--- src/hw/rtl/pkba_pkg.sv ---
// Shared types, widths and codes of the paged key/value bump allocator.
// Used by the channel interfaces and by every RTL module of the block.
package pkba_pkg;

    localparam int TAG_W     = 16;
    localparam int TOK_W     = 32;
    localparam int TOTAL_W   = 33;
    localparam int WORD_W    = 64;
    localparam int HALF_W    = 32;
    localparam int FIELD_W   = 16;
    localparam int SIZE_W    = 8;
    localparam int KINDS_W   = FIELD_W + 1;
    localparam int ELEM_W    = 2 * FIELD_W + SIZE_W;
    localparam int BLKB_W    = FIELD_W + ELEM_W;
    localparam int BLOCKS_W  = KINDS_W + TOTAL_W;
    localparam int TMP_W     = TOTAL_W + KINDS_W;
    localparam int REM_W     = FIELD_W;
    localparam int DIV_CNT_W = $clog2(TOTAL_W + 1);
    localparam int ADDR_W    = 6;
    localparam int DATA_W    = 64;
    localparam int QUEUE_DEPTH = 2;

    localparam logic [WORD_W-1:0]  CAPACITY_RESET = 64'd1;
    localparam logic [FIELD_W-1:0] FIELD_RESET    = 16'd1;
    localparam logic [SIZE_W-1:0]  SIZE_RESET     = 8'd1;
    localparam logic [FIELD_W-1:0] TPP_RESET      = 16'd16;

    typedef enum logic [1:0] {
        ST_OK       = 2'd0,
        ST_INVALID  = 2'd1,
        ST_OVERFLOW = 2'd2,
        ST_CAPACITY = 2'd3
    } status_t;

    typedef enum logic [2:0] {
        REG_CAPACITY        = 3'd0,
        REG_LAYER_COUNT     = 3'd1,
        REG_KV_HEAD_COUNT   = 3'd2,
        REG_HEAD_WIDTH      = 3'd3,
        REG_ELEMENT_SIZE    = 3'd4,
        REG_TOKENS_PER_PAGE = 3'd5
    } reg_idx_t;

    typedef enum logic [2:0] {
        OP_HW     = 3'd0,
        OP_ES     = 3'd1,
        OP_BLK    = 3'd2,
        OP_TK     = 3'd3,
        OP_LOG    = 3'd4,
        OP_BLOCKS = 3'd5,
        OP_ALLOC  = 3'd6
    } mul_op_t;

    typedef enum logic [2:0] {
        BK_IDLE   = 3'd0,
        BK_ISSUE  = 3'd1,
        BK_WAIT   = 3'd2,
        BK_ROOM   = 3'd3,
        BK_CHECK  = 3'd4,
        BK_COMMIT = 3'd5
    } back_state_t;

    typedef struct packed {
        logic [WORD_W-1:0]  capacity;
        logic [FIELD_W-1:0] layer_count;
        logic [FIELD_W-1:0] kv_head_count;
        logic [FIELD_W-1:0] head_width;
        logic [SIZE_W-1:0]  element_size;
        logic [FIELD_W-1:0] tokens_per_page;
    } cfg_t;

    typedef struct packed {
        logic [TAG_W-1:0]   tag;
        logic [TOTAL_W-1:0] token_total;
        logic               invalid;
    } job_t;

    typedef struct packed {
        logic              start;
        logic [WORD_W-1:0] a;
        logic [WORD_W-1:0] b;
    } mul_req_t;

    typedef struct packed {
        logic              done;
        logic              ovf;
        logic [WORD_W-1:0] prod;
    } mul_rsp_t;

endpackage

--- src/hw/rtl/pkba_if.sv ---
// Request and result channel interfaces of the allocator (valid/ready).
// Depends on pkba_pkg for field widths and the status type.
interface pkba_req_if;
    logic                        valid;
    logic                        ready;
    logic [pkba_pkg::TAG_W-1:0]  request_tag;
    logic [pkba_pkg::TOK_W-1:0]  prompt_tokens;
    logic [pkba_pkg::TOK_W-1:0]  output_tokens;

    modport source (output valid, output request_tag, output prompt_tokens,
                    output output_tokens, input ready);
    modport sink   (input valid, input request_tag, input prompt_tokens,
                    input output_tokens, output ready);
endinterface


--- src/hw/rtl/pkba_front.sv ---
// Front end: accepts requests, flags invalid ones and forms the token total.
// Depends on pkba_pkg and pkba_req_if; feeds pkba_queue.
module pkba_front (
    input  pkba_pkg::cfg_t cfg,
    pkba_req_if.sink       req,
    input  logic           q_full,
    output logic           q_push,
    output pkba_pkg::job_t q_data
);
    import pkba_pkg::*;

    logic zero_arg;

    // Any zero length or zero geometry field makes the request invalid.
    assign zero_arg = (req.prompt_tokens == '0) || (req.output_tokens == '0) ||
                      (cfg.layer_count == '0) || (cfg.kv_head_count == '0) ||
                      (cfg.head_width == '0) || (cfg.element_size == '0) ||
                      (cfg.tokens_per_page == '0);

    assign req.ready = !q_full;
    assign q_push    = req.valid && !q_full;

    always_comb
    begin
        q_data.tag         = req.request_tag;
        q_data.token_total = TOTAL_W'({1'b0, req.prompt_tokens} + {1'b0, req.output_tokens}
                             - {{TOK_W{1'b0}}, 1'b1});
        q_data.invalid     = zero_arg;
    end
endmodule

--- src/flat_wrapper.sv ---
// flat-port wrapper written by rule: the top's interface ports become plain ports
module pkba_front_flat import pkba_pkg::*;
  (cfg, q_full, q_push, q_data, req_valid, req_request_tag, req_prompt_tokens, req_output_tokens, req_ready);
  pkba_req_if req_i ();
  input  pkba_pkg::cfg_t cfg;
  input  logic q_full;
  output logic q_push;
  output pkba_pkg::job_t q_data;
  input wire logic [$bits(req_i.valid)-1:0] req_valid;
  input wire logic [$bits(req_i.request_tag)-1:0] req_request_tag;
  input wire logic [$bits(req_i.prompt_tokens)-1:0] req_prompt_tokens;
  input wire logic [$bits(req_i.output_tokens)-1:0] req_output_tokens;
  output wire logic [$bits(req_i.ready)-1:0] req_ready;
  assign req_i.valid = req_valid;
  assign req_i.request_tag = req_request_tag;
  assign req_i.prompt_tokens = req_prompt_tokens;
  assign req_i.output_tokens = req_output_tokens;
  assign req_ready = req_i.ready;
  pkba_front u_core (.cfg(cfg), .req(req_i), .q_full(q_full), .q_push(q_push), .q_data(q_data));
endmodule
--- config.mk ---
export PLATFORM = sky130hd
export DESIGN_NAME = pkba_front_flat
export DESIGN_NICKNAME = d
export VERILOG_FILES = /design/src/hw/rtl/pkba_pkg.sv /design/src/hw/rtl/pkba_if.sv /design/src/hw/rtl/pkba_front.sv /design/src/flat_wrapper.sv
export SDC_FILE = /design/constraint.sdc
export NUM_CORES = 1
export LEC_CHECK = 0
export BUFFER_PORTS_ARGS = -buffer_cell sky130_fd_sc_hd__buf_2
export CAP_MARGIN = 20
export CORE_ASPECT_RATIO = 0.5
export CORE_MARGIN = 4
export CORE_UTILIZATION = 33
export DETAILED_ROUTE_END_ITERATION = 7
export GPL_TIMING_DRIVEN = 0
export PLACE_DENSITY = 0.68
export SLEW_MARGIN = 20
export SYNTH_ARGS = -nofsm -noshare
export SYNTH_HDL_FRONTEND = slang
export SYNTH_SLANG_ARGS = --single-unit
--- constraint.sdc ---
create_clock -name vclk -period 11.15
set_clock_uncertainty 0.2 [all_clocks]
set_input_delay 2.23 -clock vclk [all_inputs]
set_output_delay 2.23 -clock vclk [all_outputs]
set_load 0.02 [all_outputs]
==> results.ini, run 1 <==
[drt]
ant_nets=0
vias_per_cell=4.83
drtIter0Drc=150
wl_per_cell_um=12.5
drc=0
dr.pass1.iters=4
wirelength_um=9580
num_vias=3697

[cells_and_area]
diodes=0
layout.nets=933
seq_cells=0
register_area_sq_um=0
syn_to_final_growth_pct=36.4
drive_gt1_share_pct=34.5
nClkBuffers=0

[timing]
period_minus_slack_ns=7.65
setup_tns_ns=0
worst_pin_slew_ns=0.643
fmax_mhz=131
rsz0062_at_grt=false
hold_violations=0
period_share_pct=68.6
relSlewSlack_pct=56.0
setup_viol=0
drv_slew=0

[run_status]
status=complete, no violations

[yosys]
avgSynthCellArea_sq_um=6.57
ys_warn_count=0
yosysMostFrequentCell=inv_1
synthCells=459
synth_cell_types=53
yosys-top-cells-count=inv_1, ha_1, nor4_1
synth_top_area_share_pct=26.2
synth_top_cells_by_area=ha_1, inv_1, nor4_1
syn_area_sq_mm=0.00301
synth_nets=741
synth_largest_area_cell=ha_1
synth-seq-area-share_pct=0

[min_path]
min_to=q_data[38]
worstHoldStart=req_request_tag[4]
holdCritPathClass=in2out
holdPathStages=2

[pwr]
power.total_w=0.000331
leakage_nw=2.43
irDropWorstVdd_mv=0.0578
power_density_mw_per_mm2=80.6

[floorplan]
ios=270
die_y_um=75.6
die_area_sq_mm=0.0108
coreArea_sq_mm=0.00880
rows=24
die_w_um=143
start_util_pct=34.3

[critical_path]
worstPathArrival_ns=5.22
worstPathRequired_ns=8.72
worstSetupPathType=in2out
cp-end-kind=output pin
cp_max_fo=5
start_kind=input pin

[global_route]
grt_max_degree=11
grt_util_all_layers_pct=15.6
grt_pass1_wl_um=14300
antenna_found_initial=0
grt_overflow=0
grt_pass1_vias=3208

[placed_design]
io_buffer_count=190
hpwl_um=8840
routabilityCongestion=0.826

[flow_run]
cap_violations=0

[clocking]
postCtsSetupRepairBufs=0
holdBufCountCts=0
cts_resized=0

-- layer usage --
layer,part of all wire (%),global-route usage (%)
met1,49,24.0
met4,0.20,0.632
met5,0,0
met2,45,25.0
met3,5.9,1.25
-- worst max-delay path by stage --
| stage | from | endpoint | slack (ns) | depth (start not counted) |
|---|---|---|---|---|
| final | req_output_tokens[1] | q_data[30] | 3.50 | 14 |
| after floorplan | req_output_tokens[15] | q_data[31] | 3.84 | 12 |
| after global routing | req_output_tokens[2] | q_data[31] | 3.29 | 13 |
| after CTS | req_output_tokens[1] | q_data[30] | 3.50 | 14 |
| after global placement | req_output_tokens[2] | q_data[31] | 3.54 | 13 |
| after detailed placement | req_output_tokens[1] | q_data[30] | 3.52 | 14 |
-- layout make-up --
cell class	instances	area, sq um
inverters	132	495
fillers	928	4690
well taps	117	146
plain buffers	24	156
multi-input cells	303	2360
repair buffers	190	951
-- cell families (layout without fill, tap and decap cells) --
group                    count (synthesis)  in the layout  synth area share, %
buffers and inverters                  156            346                 21.6
AND/OR/NAND/NOR                        115            115                 21.0
AO/OA/AOI/OAI                           99             99                 23.2
adder cells (fa/ha/maj)                 64             64                 26.8
XOR/XNOR                                24             24                 6.97
multiplexers                             1              1                0.374
-- placed cells by master, fill, tap and decap left out, drive strengths merged, types with 7 or more instances in the layout --
cell,instances
o21ai,17
a21oi,28
inv,132
xnor2,14
a21o,17
nor4,36
xor2,10
nand3,12
buf,209
nor2,11
a211oi,7
nand2,24
nand4,12
ha,63
a31oi,8
-- critical path: stages --
cell and delay, ns:
buf_2 0.09, inv_1 0.04, ha_1 0.26, inv_1 0.04, ha_1 0.23, fa_1 0.42
a21o_1 0.24, a221oi_4 0.39, o211ai_2 0.16, a31oi_4 0.25, nor4_2 0.08, or4_1 0.46
and4_1 0.16, buf_2 0.16
-- power breakdown --
group          total [W]  switching, W  internal, W  leakage, nW
logic           0.000331      0.000199     0.000132         2.43
registers              0             0            0            0
clock network          0             0            0            0
-- per-stage QoR --
stage               instance area [sq um]  setup slack, ns  hold WS (ns)  std cells  util [%]
CTS                                  4110             3.50          4.48        766      46.7
global placement                     4110             3.54          4.48        766      46.7
global route                         4110             3.29          4.48        766      46.7
finish                               4110             3.50          4.48        766      46.7
floorplan                            3010             3.84          4.34        459         -
detailed placement                   4110             3.52          4.48        766      46.7
Power figures use the tool's default switching activity.
==> run 2: changes to the inputs <==
--- a/config.mk
+++ b/config.mk
@@ -12,7 +12,7 @@
 export CORE_UTILIZATION = 33
 export DETAILED_ROUTE_END_ITERATION = 7
 export GPL_TIMING_DRIVEN = 0
-export PLACE_DENSITY = 0.68
+export PLACE_DENSITY = 0.71
 export SLEW_MARGIN = 20
 export SYNTH_ARGS = -nofsm -noshare
 export SYNTH_HDL_FRONTEND = slang
==> constraint.sdc (replaced) <==
create_clock -name vclk -period 7
set_clock_uncertainty 0.2 [all_clocks]
set_input_delay 1.4 -clock vclk [all_inputs]
set_output_delay 1.4 -clock vclk [all_outputs]
set_load 0.02 [all_outputs]
==> run 2 against run 1 <==
Final cell count grew 0.13%. Wire length fell by 1.2%. Worst setup slack worse by 2.5 ns. Die area unchanged. Count of clock-buffer cells in the layout unchanged. Critical path depth unchanged. Global-route usage is 0.15 points lower. Non-clock buffer count did not move. Flip-flop and latch count stayed put. Critical path type unchanged. Largest cell class unchanged. Largest power group unchanged.
==> results.ini, run 2 (synthesis results as in run 1) <==
[floorplan]
start_util_pct=34.3  ; unchanged
die_area_sq_mm=0.0108  ; unchanged
die_w_um=143  ; unchanged
die_y_um=75.6  ; unchanged
coreArea_sq_mm=0.00880  ; unchanged
ios=270  ; unchanged
rows=24  ; unchanged

[placed_design]
io_buffer_count=190  ; unchanged
dp_slack_ns=1.03  ; -2.49 ns
dp_cells=766  ; unchanged
hpwl_um=8810  ; -0.43%
routabilityCongestion=0.870  ; +5.4%

[cells_and_area]
multi_input_area_sq_mm=0.00236  ; unchanged
register_area_sq_um=0  ; unchanged
nFillCells=956  ; +3.0%
layout_common_cells=buf_2, inv_1, ha_1
fin_cells=767  ; +0.13%
fin_util_pct=46.8  ; about the same
final_common_cell=buf_2
seq_cells=0  ; unchanged
drive_gt1_share_pct=34.5  ; unchanged
nClkBuffers=0  ; unchanged
layout.nets=933  ; unchanged
syn_to_final_growth_pct=36.5  ; about the same

[global_route]
grt_max_degree=11  ; unchanged
antenna_found_initial=0  ; unchanged
grt_util_met2_pct=26.1  ; +1.1 points
grt_util_all_layers_pct=15.5  ; -0.15 points
grt_pass1_vias=3236  ; +0.87%
use_met1_pct=23.2  ; -0.78 points
use_met3_pct=0.815  ; -0.44 points
grt_overflow=0  ; unchanged
grt.busiest_layer=met2
grt_pass1_wl_um=14200  ; -0.53%

[timing]
relSlewSlack_pct=55.6  ; -0.38 points
period_minus_slack_ns=5.95
fin_ws_ns=1.05  ; -2.46 ns
worst_pin_slew_ns=0.649  ; +0.00556 ns
rsz0062_at_grt=false
hold_violations=0  ; unchanged
setup_viol=0  ; unchanged
setup_tns_ns=0  ; unchanged
fmax_mhz=168
drv_slew=0  ; unchanged
period_share_pct=85.0

[drt]
drtIter0Drc=154  ; +2.7%
ant_nets=0  ; unchanged
vias_per_cell=4.77  ; -1.2%
dr.pass1.iters=4  ; unchanged
num_vias=3659  ; -1.0%
wl_per_cell_um=12.3  ; -1.3%
drc=0  ; unchanged
wirelength_um=9460  ; -1.2%

[critical_path]
start_kind=input pin
worstPathArrival_ns=4.35  ; -0.87 ns
worstPathRequired_ns=5.40  ; -3.32 ns
cp-end-kind=output pin
cp_max_fo=5  ; unchanged
crit_start=req_output_tokens[1]
worstSetupPathType=in2out

[min_path]
worstHoldStart=req_request_tag[15]
holdCritPathClass=in2out

[pwr]
irDropWorstVdd_mv=0.103  ; +78%
power_density_mw_per_mm2=128  ; +59%
leakage_nw=2.43  ; about the same

[run_status]
status=complete, no violations

[clocking]
cts_resized=0  ; unchanged
postCtsSetupRepairBufs=0  ; unchanged
holdBufCountCts=0  ; unchanged

[flow_run]
cap_violations=0  ; unchanged

-- run 2: worst paths after layout --
| kind | end | depth (start not counted) |
|---|---|---|
| max | q_data[30] | 14 |
| min | q_data[49] | 2 |
-- run 2: report_power, final --
part,switching (W),internal [W]
clock,0,0.0000000000192
sequential,0,0
combinational,0.000315,0.000211
-- run 2: metal layers --
metal  part of all wire, %  wire, um
met5                     0         0
met4                     0         0
met3                   7.0       667
met2                    45      4270
met1                    48      4520
-- run 2: area by class of cell --
cell class	count	area share, %
diodes	1	0.0608
plain buffers	24	3.80
inverters	132	12.0
multi-input cells	303	57.4
well taps	117	3.56
repair buffers	190	23.1
-- run 2: metrics by stage --
stage	cell area, sq um	power [W]	hold WS, ns
floorplan	3010	0.000362	2.68
global placement	4110	0.000524	2.82
detailed placement	4110	0.000529	2.82
CTS	4110	0.000531	2.82
global route	4110	0.000583	2.82
finish	4110	0.000526	2.82
-- run 2: worst max-delay path, cell delays in order --
cell	delay, ns
buf_2	0.09
inv_1	0.04
ha_1	0.26
inv_1	0.04
ha_1	0.22
fa_1	0.43
a21o_1	0.24
a221oi_4	0.37
o211ai_2	0.16
a31oi_4	0.25
nor4_2	0.09
or4_1	0.45
and4_1	0.15
buf_2	0.15
==> run 3: changes to the inputs <==
--- a/config.mk
+++ b/config.mk
@@ -12,6 +12,7 @@
 export CORE_UTILIZATION = 33
 export DETAILED_ROUTE_END_ITERATION = 7
 export GPL_TIMING_DRIVEN = 0
+export MAX_ROUTING_LAYER = met4
 export PLACE_DENSITY = 0.71
 export SLEW_MARGIN = 20
 export SYNTH_ARGS = -nofsm -noshare
==> run 3 against run 2 <==
Utilization about the same. Wire length up 1.3%. Via count down 0.27%. Non-clock buffer count unchanged. Worst setup slack worse by 0.044 ns. Count of clock-buffer cells in the layout unchanged. Total power up 0.40%. Critical endpoint unchanged. Die area unchanged. Global-route usage up 0.64 points. Flip-flop and latch count unchanged. Final cell count down 0.13%. Design area about the same. Critical path type unchanged.
==> results.ini, run 3 (synthesis results as in run 1) <==
[pwr]
leakage_nw=2.43  ; about the same
irDropWorstVdd_mv=0.100  ; -2.7%
power_density_mw_per_mm2=129  ; +0.46%

[global_route]
antenna_found_initial=0  ; unchanged
grt_util_all_layers_pct=16.1  ; +0.64 points
grt_overflow=0  ; unchanged
grt_max_degree=11  ; unchanged
grt_pass1_vias=3220  ; -0.49%
grt_pass1_wl_um=14400  ; +0.97%

[critical_path]
worstPathArrival_ns=4.40  ; +0.05 ns
cp-end-kind=output pin
worstSetupPathType=in2out
cp_max_fo=5  ; unchanged
worstPathRequired_ns=5.40  ; about the same
start_kind=input pin

[floorplan]
coreArea_sq_mm=0.00880  ; unchanged
die_w_um=143  ; unchanged
ios=270  ; unchanged
die_y_um=75.6  ; unchanged
start_util_pct=34.3  ; unchanged
die_area_sq_mm=0.0108  ; unchanged
rows=24  ; unchanged

[cells_and_area]
drive_gt1_share_pct=34.5  ; unchanged
fin_util_pct=46.7  ; about the same
register_area_sq_um=0  ; unchanged
syn_to_final_growth_pct=36.4  ; about the same
layout_common_cells=buf_2, inv_1, ha_1
seq_cells=0  ; unchanged
nClkBuffers=0  ; unchanged
final_common_cell=buf_2
diodes=0  ; -1
layout.nets=933  ; unchanged

[clocking]
holdBufCountCts=0  ; unchanged
cts_resized=0  ; unchanged
postCtsSetupRepairBufs=0  ; unchanged

[timing]
hold_violations=0  ; unchanged
setup_viol=0  ; unchanged
worst_pin_slew_ns=0.660  ; +0.0114 ns
period_minus_slack_ns=6.00  ; +0.0443 ns
rsz0062_at_grt=false
relSlewSlack_pct=54.8  ; -0.78 points
period_share_pct=85.7  ; +0.63 points
hold_ws_ns=2.82  ; +0.0000500 ns
drv_slew=0  ; unchanged
setup_tns_ns=0  ; unchanged
fmax_mhz=167  ; -0.74%

[drt]
wirelength_um=9590  ; +1.3%
num_vias=3649  ; -0.27%
drc=0  ; unchanged
ant_nets=0  ; unchanged
drtIter0Drc=155  ; +0.65%
vias_per_cell=4.76  ; -0.14%
wl_per_cell_um=12.5  ; +1.5%
dr.pass1.iters=4  ; unchanged

[flow_run]
cap_violations=0  ; unchanged

[placed_design]
hpwl_um=8870  ; +0.69%
io_buffer_count=190  ; unchanged
routabilityCongestion=0.890  ; +2.2%

[run_status]
status=complete, no violations

[min_path]
holdCritPathClass=in2out

==> run 3: critical path: stages <==
cell and delay [ns]:
buf_2 0.09, inv_1 0.04, ha_1 0.26, inv_1 0.04, ha_1 0.22, fa_1 0.43, a21o_1 0.24, a221oi_4 0.38
o211ai_2 0.17, a31oi_4 0.26, nor4_2 0.09, or4_1 0.46, and4_1 0.16, buf_2 0.16
==> run 3: layout make-up <==
type | count | area, sq um
fillers | 958 | 4690
multi-input cells | 303 | 2360
repair buffers | 190 | 951
inverters | 132 | 495
plain buffers | 24 | 156
well taps | 117 | 146
==> run 3: worst paths after layout <==
kind	start	to	slack, ns	cells after the start
setup / recovery	req_output_tokens[1]	q_data[30]	1.00	14
hold / removal	req_request_tag[15]	q_data[49]	2.82	2
==> run 3: power breakdown <==
group          switching (W)  internal (W)
clock                      0             0
combinational       0.000317      0.000211
sequential                 0             0
==> run 3: per-layer routing <==
metal,vias up,wire (um),part of all wire (%),global-route usage (%)
li1,1941,-,-,-
met1,1610,4650,48,24.4
met2,98,4380,46,25.7
met3,0,561,5.8,0.125
met4,0,0,0,0
met5,-,0,0,-
==> run 3: through the flow <==
stage | setup WS [ns] | instances | power [W] | instance area, sq um
2_1_floorplan | 1.35 | 459 | 0.000362 | 3010
3_3_place_gp | 1.05 | 766 | 0.000524 | 4110
3_5_place_dp | 1.02 | 766 | 0.000529 | 4110
4_1_cts | 1.01 | 766 | 0.000532 | 4110
5_1_grt | 0.789 | 766 | 0.000586 | 4110
6_report | 1.00 | 766 | 0.000528 | 4110
