<file path="config.mk">
export PLATFORM = sky130hd
export DESIGN_NAME = pkba_queue
export DESIGN_NICKNAME = d
export VERILOG_FILES = /design/src/hw/rtl/pkba_pkg.sv /design/src/hw/rtl/pkba_queue.sv
export SDC_FILE = /design/constraint.sdc
export NUM_CORES = 1
export LEC_CHECK = 0
export BUFFER_PORTS_ARGS = -buffer_cell sky130_fd_sc_hd__buf_4
export CORE_ASPECT_RATIO = 1.2
export CORE_MARGIN = 4
export CORE_UTILIZATION = 54
export CTS_BUF_LIST = sky130_fd_sc_hd__clkbuf_8
export DETAILED_ROUTE_END_ITERATION = 12
export PLACE_DENSITY = 0.92
export SYNTH_ARGS = -nofsm -noshare
export SYNTH_HDL_FRONTEND = slang
export SYNTH_SLANG_ARGS = --single-unit
</file>
<file path="constraint.sdc">
create_clock -name clk -period 3.8 [get_ports clk]
set_clock_uncertainty 0.15 [all_clocks]
set_input_delay 0.38 -clock clk [delete_from_list [all_inputs] [get_ports clk]]
set_output_delay 0.38 -clock clk [all_outputs]
set_load 0.02 [all_outputs]
</file>
<file path="src/hw/rtl/pkba_pkg.sv">
// Shared types, widths and codes of the paged key/value bump allocator.
// Used by the channel interfaces and by every RTL module of the block.
package pkba_pkg;

    localparam int TAG_W     = 16;
    localparam int TOK_W     = 32;
    localparam int TOTAL_W   = 33;
    localparam int WORD_W    = 64;
    localparam int HALF_W    = 32;
    localparam int FIELD_W   = 16;
    localparam int SIZE_W    = 8;
    localparam int KINDS_W   = FIELD_W + 1;
    localparam int ELEM_W    = 2 * FIELD_W + SIZE_W;
    localparam int BLKB_W    = FIELD_W + ELEM_W;
    localparam int BLOCKS_W  = KINDS_W + TOTAL_W;
    localparam int TMP_W     = TOTAL_W + KINDS_W;
    localparam int REM_W     = FIELD_W;
    localparam int DIV_CNT_W = $clog2(TOTAL_W + 1);
    localparam int ADDR_W    = 6;
    localparam int DATA_W    = 64;
    localparam int QUEUE_DEPTH = 2;

    localparam logic [WORD_W-1:0]  CAPACITY_RESET = 64'd1;
    localparam logic [FIELD_W-1:0] FIELD_RESET    = 16'd1;
    localparam logic [SIZE_W-1:0]  SIZE_RESET     = 8'd1;
    localparam logic [FIELD_W-1:0] TPP_RESET      = 16'd16;

    typedef enum logic [1:0] {
        ST_OK       = 2'd0,
        ST_INVALID  = 2'd1,
        ST_OVERFLOW = 2'd2,
        ST_CAPACITY = 2'd3
    } status_t;

    typedef enum logic [2:0] {
        REG_CAPACITY        = 3'd0,
        REG_LAYER_COUNT     = 3'd1,
        REG_KV_HEAD_COUNT   = 3'd2,
        REG_HEAD_WIDTH      = 3'd3,
        REG_ELEMENT_SIZE    = 3'd4,
        REG_TOKENS_PER_PAGE = 3'd5
    } reg_idx_t;

    typedef enum logic [2:0] {
        OP_HW     = 3'd0,
        OP_ES     = 3'd1,
        OP_BLK    = 3'd2,
        OP_TK     = 3'd3,
        OP_LOG    = 3'd4,
        OP_BLOCKS = 3'd5,
        OP_ALLOC  = 3'd6
    } mul_op_t;

    typedef enum logic [2:0] {
        BK_IDLE   = 3'd0,
        BK_ISSUE  = 3'd1,
        BK_WAIT   = 3'd2,
        BK_ROOM   = 3'd3,
        BK_CHECK  = 3'd4,
        BK_COMMIT = 3'd5
    } back_state_t;

    typedef struct packed {
        logic [WORD_W-1:0]  capacity;
        logic [FIELD_W-1:0] layer_count;
        logic [FIELD_W-1:0] kv_head_count;
        logic [FIELD_W-1:0] head_width;
        logic [SIZE_W-1:0]  element_size;
        logic [FIELD_W-1:0] tokens_per_page;
    } cfg_t;

    typedef struct packed {
        logic [TAG_W-1:0]   tag;
        logic [TOTAL_W-1:0] token_total;
        logic               invalid;
    } job_t;

    typedef struct packed {
        logic              start;
        logic [WORD_W-1:0] a;
        logic [WORD_W-1:0] b;
    } mul_req_t;

    typedef struct packed {
        logic              done;
        logic              ovf;
        logic [WORD_W-1:0] prod;
    } mul_rsp_t;

endpackage

</file>
<file path="src/hw/rtl/pkba_queue.sv">
// Short first-in first-out queue of classified jobs between front and back end.
// Depends on pkba_pkg for the job type.
module pkba_queue #(
    parameter int DEPTH = pkba_pkg::QUEUE_DEPTH
) (
    input  logic           clk,
    input  logic           rst_n,
    input  logic           push,
    input  pkba_pkg::job_t push_data,
    output logic           full,
    output logic           valid,
    input  logic           pop,
    output pkba_pkg::job_t pop_data
);
    import pkba_pkg::*;

    localparam int PTR_W = $clog2(DEPTH);
    localparam int CNT_W = $clog2(DEPTH + 1);
    localparam logic [PTR_W-1:0] LAST_PTR = PTR_W'(DEPTH - 1);
    localparam logic [CNT_W-1:0] FULL_CNT = CNT_W'(DEPTH);

    job_t             entry_reg [DEPTH];
    logic [PTR_W-1:0] wr_ptr_reg, wr_ptr_next;
    logic [PTR_W-1:0] rd_ptr_reg, rd_ptr_next;
    logic [CNT_W-1:0] count_reg, count_next;
    logic             do_push, do_pop;

    assign full     = (count_reg == FULL_CNT);
    assign valid    = (count_reg != '0);
    assign pop_data = entry_reg[rd_ptr_reg];
    assign do_push  = push && !full;
    assign do_pop   = pop && valid;

    always_comb
    begin
        wr_ptr_next = wr_ptr_reg;
        rd_ptr_next = rd_ptr_reg;
        count_next  = count_reg;
        if (do_push)
        begin
            wr_ptr_next = (wr_ptr_reg == LAST_PTR) ? '0 : wr_ptr_reg + 1'b1;
        end
        if (do_pop)
        begin
            rd_ptr_next = (rd_ptr_reg == LAST_PTR) ? '0 : rd_ptr_reg + 1'b1;
        end
        if (do_push && !do_pop)
        begin
            count_next = count_reg + 1'b1;
        end
        else if (do_pop && !do_push)
        begin
            count_next = count_reg - 1'b1;
        end
    end

    always_ff @(posedge clk or negedge rst_n)
    begin
        if (!rst_n)
        begin
            wr_ptr_reg <= '0;
            rd_ptr_reg <= '0;
            count_reg  <= '0;
        end
        else
        begin
            wr_ptr_reg <= wr_ptr_next;
            rd_ptr_reg <= rd_ptr_next;
            count_reg  <= count_next;
        end
    end

    always_ff @(posedge clk)
    begin
        if (do_push)
        begin
            entry_reg[wr_ptr_reg] <= push_data;
        end
    end
endmodule

</file>
==> results of run 1 <==
[through the flow]
stage               cells  power [W]  setup slack (ps)
global route          380    0.00407              1170
detailed placement    365    0.00330              1610
finish                380    0.00389              1300
floorplan             175    0.00286               471
CTS                   380    0.00393              1260
global placement      365    0.00326              1650
[critical path: stages, from the launching register on]
cell	delay [ps]
dfrtp_4	1040
mux2_2	410
buf_4	150
[synth_stat cells (2+ instances only)]
library cell,number
mux2_4,49
edfxtp_1,100
dfrtp_1,4
xor2_1,2
inv_1,2
buf_12,5
xnor2_1,3
nor2_1,2
[power by group]
group / internal (W) / switching (W)
Clock: 0.000299 / 0.000338
Sequential: 0.00157 / 0.000217
Combinational: 0.000788 / 0.000670
Total: 0.00266 / 0.00122
[area by class of cell]
class | count | area [µm²] | area share (%)
Clock buffer | 9 | 124 | 2.45
Clock inverter | 5 | 58.8 | 1.16
Inverter | 2 | 7.51 | 0.148
Multi-Input combinational cell | 63 | 848 | 16.8
Sequential cell | 104 | 3110 | 61.4
Tap cell | 90 | 113 | 2.22
Timing Repair Buffer | 107 | 806 | 15.9
[what timing repair did]
action                    4_1_cts  5_1_grt
hold endpoints to repair        4        0
gates resized for setup         0        0
hold buffers                    1        0
[cells by family after synthesis]
family / share of synthesized area (%)
flops: 76.4
buf+inv: 2.93
fa+ha+maj: 0.308
mux: 18.4
xor+xnor: 1.08
simple gates: 0.894
[layer usage]
metal,track usage (%),vias to the layer above
met5,0,-
met4,6.61,0
met3,4.72,14
met2,25.5,74
met1,15.5,927
li1,-,897
[how the worst max path moves through the flow]
stage | slack (ps) | end | start | depth (start not counted)
global route | 1170 | pop_data[27] | rd_ptr_reg | 2
finish | 1300 | pop_data[27] | rd_ptr_reg | 2
CTS | 1260 | pop_data[27] | rd_ptr_reg | 2
floorplan | 470 | entry_reg[0][0] | count_reg[0] | 3
global placement | 1650 | pop_data[27] | rd_ptr_reg | 2
detailed placement | 1610 | entry_reg[0][29] | count_reg[0] | 4
==> impl_metrics.tcl, run 1 <==
set metrics [dict create \
    fin_nets 342 \
    antenna_found_initial 0 \
    syn_inst 175 \
    drt_iter0_markers 109 \
    layout-drive-gt1-share_pct 59.7 \
    grt_first_pass_wirelength_mm 9.40 \
    diodes 0 \
    finalWeightedCongestion 0.669 \
    ys_warn_count 0 \
    critPathLaunchType "flip-flop" \
    met2RoutedLength_mm 3.48 \
    totalWireLength_mm 6.38 \
    fin_setup_tns_ps 0 \
    root_buffer "clkbuf_8" \
    syn-num-nets 230 \
    ys_seq_elements 104 \
    met3_length_um 489 \
    gr-total-overflow 0 \
    avgRoutedWirePerCell_um 16.8 \
    powerDensity_nw_per_um2 767 \
    setup_viol 0 \
    core-area_um2 7270 \
    synth_area_leaders "edfxtp_1 (74%), mux2_4 (18%), buf_12 (2.5%)" \
    worstPathRequired_ps 3270 \
    hold_viol_final 0 \
    ant_nets 0 \
    die_area_um2 8980 \
    grt_pass1_vias 1944 \
    hold_ws_ps 59.1 \
    drcViolationCount 0 \
    leakagePower_nw 2.04 \
    highest_layer "met4" \
    final_common_cell "buf_4" \
    synthDistinctLibCells 16 \
    period_share_pct 65.8 \
    die-width_um 87.2 \
    tritoncts "done" \
    status "complete, no violations" \
    wl_met1_mm 2.26 \
    clk_path_buf_depth 2 \
    rsz0062_at_grt "false" \
    reg2regPathDepth 4 \
    ios 106 \
    slew_headroom_pct 22.8 \
    synth_top_area_share_pct 73.9 \
    vias 1912 \
    final_area_um2 5060 \
    cp-end-kind "output port" \
    portBuffers 105 \
    cts_made_buffers 9 \
    grt_use_total_pct 14.4 \
    grt_max_degree 52 \
    utilization_pct 69.6 \
    timing.rr.start "count_reg[0]" \
    firstDrtPassIters 4 \
    cts_setup_buffers 0 \
    fin_crit_ps 2500 \
    area_delta_synth_final_pct 24.7 \
    rows 34 \
    max_freq_mhz 400 \
    fillers 460 \
    final_cell_mix "buf_4 (106), edfxtp_1 (100), mux2_4 (49)" \
    cts_htree_levels 3 \
    min_path_type "input pin to flip-flop" \
    placed_area_um2 4870 \
    rrSetupSlack_ps 1630 \
    cap_violations 0 \
    die-height_um 103 \
    hold_start "push_data[42]" \
    yosysSeqAreaShare_pct 76.4 \
    ys_async_sr_fraction_pct 3.85 \
    largest_reg_flops 100 \
    yosys_most_used_dff "edfxtp_1" \
    hold_end "entry_reg[1][42]" \
    crit_fanout 51 \
    arrival_ps 1970 \
    cts.clk_slew.worst_paths_ps 100 \
    slew_viol_final 0 \
    avgSynthCellArea_um2 23.2 \
    cts.sinks 104 \
    start_util_pct 55.8 \
    synth_edf_count 100 \
    syn_area_um2 4060 \
    via_per_inst 5.03 \
    ir_worst_vdd_v 0.000938 \
    tightest_slew_ps 1160 \
    hold_depth 1 \
    yosysTopAreaCell "edfxtp_1" \
    path_class "flip-flop to output port" \
    clkLatencyLatePin_ps 340 \
    post-dp-hpwl_mm 4.39 \
    r2r-end "entry_reg[0][27]" \
]
Power figures use the tool's default switching activity.
==> run 2: changes to the inputs <==
--- a/config.mk
+++ b/config.mk
@@ -8,10 +8,10 @@
 export BUFFER_PORTS_ARGS = -buffer_cell sky130_fd_sc_hd__buf_4
 export CORE_ASPECT_RATIO = 1.2
 export CORE_MARGIN = 4
-export CORE_UTILIZATION = 54
+export CORE_UTILIZATION = 49
 export CTS_BUF_LIST = sky130_fd_sc_hd__clkbuf_8
 export DETAILED_ROUTE_END_ITERATION = 12
-export PLACE_DENSITY = 0.92
+export PLACE_DENSITY = 0.89
 export SYNTH_ARGS = -nofsm -noshare
 export SYNTH_HDL_FRONTEND = slang
 export SYNTH_SLANG_ARGS = --single-unit
==> constraint.sdc (replaced) <==
create_clock -name clk -period 2.2 [get_ports clk]
set_clock_uncertainty 0.15 [all_clocks]
set_input_delay 0.22 -clock clk [delete_from_list [all_inputs] [get_ports clk]]
set_output_delay 0.22 -clock clk [all_outputs]
set_load 0.02 [all_outputs]
==> run 2 against run 1 <==
- clock power is 99% higher
- highest routed layer unchanged
- non-clock buffer count rose by 56
- via count grew 12%
- hold slack got worse by 3.8 ps
- die area rose by 9.3%
- global-route usage rose by 1.9 points
==> impl_metrics.tcl, run 2 (synthesis results as in run 1) <==
set metrics [dict create \
    rsz0062_at_grt "false" \
    firstDrtPassIters 4 \
    period_share_pct 95.1 \
    cts.clk_slew.worst_paths_ps 90 \
    core-area_um2 8110 \
    ir_worst_vdd_v 0.00115 \
    totalWireLength_mm 7.69 \
    clk_path_buf_depth 2 \
    slew_viol_final 0 \
    p_int_w 0.00487 \
    crit_path_start "rd_ptr_reg" \
    fin_nets 398 \
    leakagePower_nw 2.32 \
    status "complete, no violations" \
    cts.sinks 104 \
    tritoncts "done" \
    die-height_um 108 \
    ant_nets 0 \
    fin_crit_ps 2090 \
    power_frac_clock_pct 17.9 \
    instances_no_fill 443 \
    place_ws_ps 470 \
    cts_setup_buffers 0 \
    cap_violations 0 \
    power.share.switching_pct 31.4 \
    combinationalPowerShare_pct 41.0 \
    max_freq_mhz 478 \
    min_path_type "input pin to asynchronous set/reset pin" \
    area_delta_synth_final_pct 39.9 \
    grt_pass1_vias 2375 \
    avgRoutedWirePerCell_um 17.4 \
    gr-total-overflow 0 \
    vias 2142 \
    p_seq_share_pct 41.1 \
    timing.rr.start "count_reg[0]" \
    utilization_pct 70.1 \
    cts_resized 0 \
    final_cell_mix "buf_4 (109), edfxtp_1 (100), dlygate4sd3_1 (52)" \
    clkLatencyLatePin_ps 350 \
    rows 36 \
    die_area_um2 9820 \
    dp.cells 375 \
    portBuffers 105 \
    root_buffer "clkbuf_8" \
    rrSetupSlack_ps 460 \
    drt_iter0_markers 109 \
    crit_fanout 24 \
    antenna_found_initial 0 \
    fin_setup_tns_ps 0 \
    grt_max_degree 27 \
    cts_htree_levels 3 \
    finalWeightedCongestion 0.657 \
    diodes 0 \
    drcViolationCount 0 \
    grt_use_total_pct 16.2 \
    r2r-end "count_reg[1]" \
    cp-end-kind "output port" \
    slew_headroom_pct 76.0 \
    final_area_um2 5680 \
    reg2regPathDepth 6 \
    placed_area_um2 4940 \
    path_class "flip-flop to output port" \
    finalWorstSetupSlack_ps 108 \
    layout-drive-gt1-share_pct 51.7 \
    worstPathRequired_ps 1830 \
    ios 106 \
    tightest_slew_ps 360 \
    cts_made_buffers 9 \
    arrival_ps 1720 \
    powerDensity_nw_per_um2 1250 \
    start_util_pct 50.1 \
    post-dp-hpwl_mm 4.65 \
    largest_reg_flops 100 \
    grt_first_pass_wirelength_mm 11.9 \
    hold_viol_final 0 \
    setup_viol 0 \
    via_per_inst 4.84 \
    die-width_um 91.1 \
    critPathLaunchType "flip-flop" \
    final_common_cell "buf_4" \
    p_sw_w 0.00223 \
]
==> run 2: power by group through the flow <==
stage                     clock, W  combinational [W]  sequential, W
after floorplan                  0            0.00208        0.00285
after global placement           0            0.00281        0.00292
after detailed placement         0            0.00285        0.00296
after CTS                  0.00131            0.00293        0.00292
after global routing       0.00139            0.00307        0.00296
final                      0.00127            0.00291        0.00292
==> run 2: metrics by stage <==
step / power (W) / hold slack [ps]
2_1_floorplan: 0.00494 / -226
3_3_place_gp: 0.00573 / -130
3_5_place_dp: 0.00582 / -130
4_1_cts: 0.00716 / 10.7
6_report: 0.00710 / 55.3
5_1_grt: 0.00742 / 48.2
==> run 2: area by class of cell <==
type                    count  area, µm²
flip-flops and latches    104       3110
fillers                   523       2430
repair buffers            163       1380
multi-input cells          63        848
clock buffers              10        138
well taps                  95        119
clock inverters             6       82.6
inverters                   2       7.51
==> run 2: per-layer routing <==
| metal | vias to the layer above | track usage (%) | part of all wire, % |
|---|---|---|---|
| met5 | - | 0 | 0 |
| met3 | 11 | 3.78 | 4.1 |
| met1 | 1050 | 17.7 | 39 |
| li1 | 1016 | - | - |
| met4 | 0 | 5.93 | 1.5 |
| met2 | 65 | 30.5 | 56 |
==> run 2: worst max-delay path, stage by stage, from the launching register on <==
cell,delay (ps)
dfrtp_4,590
buf_12,250
mux2_2,370
buf_4,160
==> run 2: timing repair <==
item / in CTS / in global routing
hold buffers: 52 / 0
hold endpoints to repair: 105 / 0
endpoints found under the setup margin: 0 / 0
==> run 2: worst max path at each step <==
stage / endpoint / slack (ps) / cells past startpoint
6_report: pop_data[27] / 110 / 3
5_1_grt: pop_data[27] / 40 / 3
4_1_cts: pop_data[27] / 70 / 3
3_5_place_dp: count_reg[1] / 470 / 6
3_3_place_gp: pop_data[27] / 500 / 3
2_1_floorplan: entry_reg[0][0] / 240 / 3
==> run 3: changes to the inputs <==
--- a/config.mk
+++ b/config.mk
@@ -11,7 +11,7 @@
 export CORE_UTILIZATION = 49
 export CTS_BUF_LIST = sky130_fd_sc_hd__clkbuf_8
 export DETAILED_ROUTE_END_ITERATION = 12
-export PLACE_DENSITY = 0.89
+export PLACE_DENSITY = 0.78
 export SYNTH_ARGS = -nofsm -noshare
 export SYNTH_HDL_FRONTEND = slang
 export SYNTH_SLANG_ARGS = --single-unit
==> run 3 against run 2 <==
- count of clock-buffer cells in the layout decreased by 1
- global-route usage decreased by 0.22 points
- die area unchanged
- wire length decreased by 2.2%
- sequential share of layout area about the same
- power about the same
- flip-flop and latch count unchanged
- cell count increased by 0.45%
- sequential power about the same
- critical endpoint is now pop_data[23]
- largest cell class unchanged
- largest power group is now combinational cells
- highest routed layer unchanged
==> impl_metrics.tcl, run 3 (synthesis results as in run 1) <==
set metrics [dict create \
    status "complete, no violations" \
    cp-end-kind "output port" \
    cts.sinks 104 \
    final_common_cell "buf_4" \
    grt_use_total_pct 16.0 \
    timing.rr.start "count_reg[0]" \
    via_per_inst 4.79 \
    critPathLaunchType "flip-flop" \
    max_freq_mhz 481 \
    slew_headroom_pct 74.7 \
    avgRoutedWirePerCell_um 16.9 \
    clkLatencyLatePin_ps 360 \
    ir_worst_vdd_v 0.000993 \
    diodes 0 \
    grt_pass1_vias 2295 \
    path_class "flip-flop to output port" \
    highest_layer "met4" \
    antenna_found_initial 0 \
    wl_met1_mm 2.83 \
    crit_fanout 25 \
    worstPathRequired_ps 1830 \
    clk_path_buf_depth 2 \
    largest_reg_flops 100 \
    fin_nets 400 \
    met2RoutedLength_mm 4.23 \
    period_share_pct 94.5 \
    multi_input_area_um2 848 \
    ff_latch_area_um2 3110 \
    layout-drive-gt1-share_pct 52.0 \
    portBuffers 105 \
    ant_nets 0 \
    tightest_slew_ps 380 \
    post-dp-hpwl_mm 4.69 \
    fin_crit_ps 2080 \
    min_path_type "input pin to asynchronous set/reset pin" \
    rsz0062_at_grt "false" \
    final_cell_mix "buf_4 (111), edfxtp_1 (100), dlygate4sd3_1 (52)" \
    root_buffer "clkbuf_8" \
    cts_made_buffers 9 \
    rows 36 \
    met3_length_um 363 \
    finalWeightedCongestion 0.735 \
    vias 2131 \
    gr-total-overflow 0 \
    ios 106 \
    setup_viol 0 \
    grt_max_degree 29 \
    cap_violations 0 \
    die_area_um2 9820 \
    core-area_um2 8110 \
    placed_area_um2 4930 \
    cts.clk_slew.worst_paths_ps 90 \
    leakagePower_nw 2.31 \
    die-height_um 108 \
    area_delta_synth_final_pct 40.0 \
    powerDensity_nw_per_um2 1250 \
    fin_setup_tns_ps 0 \
    start_util_pct 50.1 \
    tritoncts "done" \
    hold_viol_final 0 \
    drt_iter0_markers 99 \
    firstDrtPassIters 4 \
    cts_htree_levels 3 \
    die-width_um 91.1 \
    final_area_um2 5690 \
    totalWireLength_mm 7.52 \
    grt_first_pass_wirelength_mm 11.6 \
    crit_path_start "rd_ptr_reg" \
    slew_viol_final 0 \
    drcViolationCount 0 \
    arrival_ps 1710 \
    fillers 530 \
]
run 3: report_power, final:
group | leakage [nW] | internal, W | switching [W]
combinational | 1.23 | 0.00149 | 0.00144
clock | 0.0995 | 0.000640 | 0.000630
sequential | 0.975 | 0.00271 | 0.000187
run 3: cell type report:
type,count,share of cell area [%]
Timing Repair Buffer,165,24.4
Clock buffer,9,2.18
Multi-Input combinational cell,63,14.9
Clock inverter,7,1.67
Sequential cell,104,54.6
Inverter,2,0.132
Tap cell,95,2.09
run 3: layer usage:
layer	vias to the layer above	track usage, %
met5	-	0
met4	0	5.82
met3	10	4.76
met2	60	29.5
met1	1044	17.3
li1	1017	-
run 3: final timing paths:
check | endpoint | slack [ps] | cells past startpoint
setup reg to reg | count_reg[1] | 480 | 7
max in group asynchronous | rd_ptr_reg | 1750 | 2
min in group clk | wr_ptr_reg | 90 | 3
hold reg to reg | count_reg[1] | 360 | 1
setup / recovery | pop_data[23] | 120 | 3
hold / removal | count_reg[1] | 30 | 2
run 3: worst max-delay path, stage by stage (launching register included):
cell	delay, ps
dfrtp_4	580
buf_12	270
mux2_4	330
buf_4	160
run 3: through the flow:
step,total power [W],std cells,hold slack [ps],worst slack [ps],utilization (%)
6_report,0.00710,445,33.6,122,70.1
5_1_grt,0.00742,445,29.4,42.5,70.1
4_1_cts,0.00717,445,8.49,87.6,70.1
3_5_place_dp,0.00580,376,-125,396,60.9
3_3_place_gp,0.00575,376,-127,398,60.9
2_1_floorplan,0.00494,175,-226,243,-
run 3: timing repair:
action                                  in CTS  in global routing
buffers inserted                             1                  0
hold buffers                                52                  0
endpoints found under the setup margin      26                  0
gates resized for setup                      0                  0
endpoints found under the hold margin      105                  0
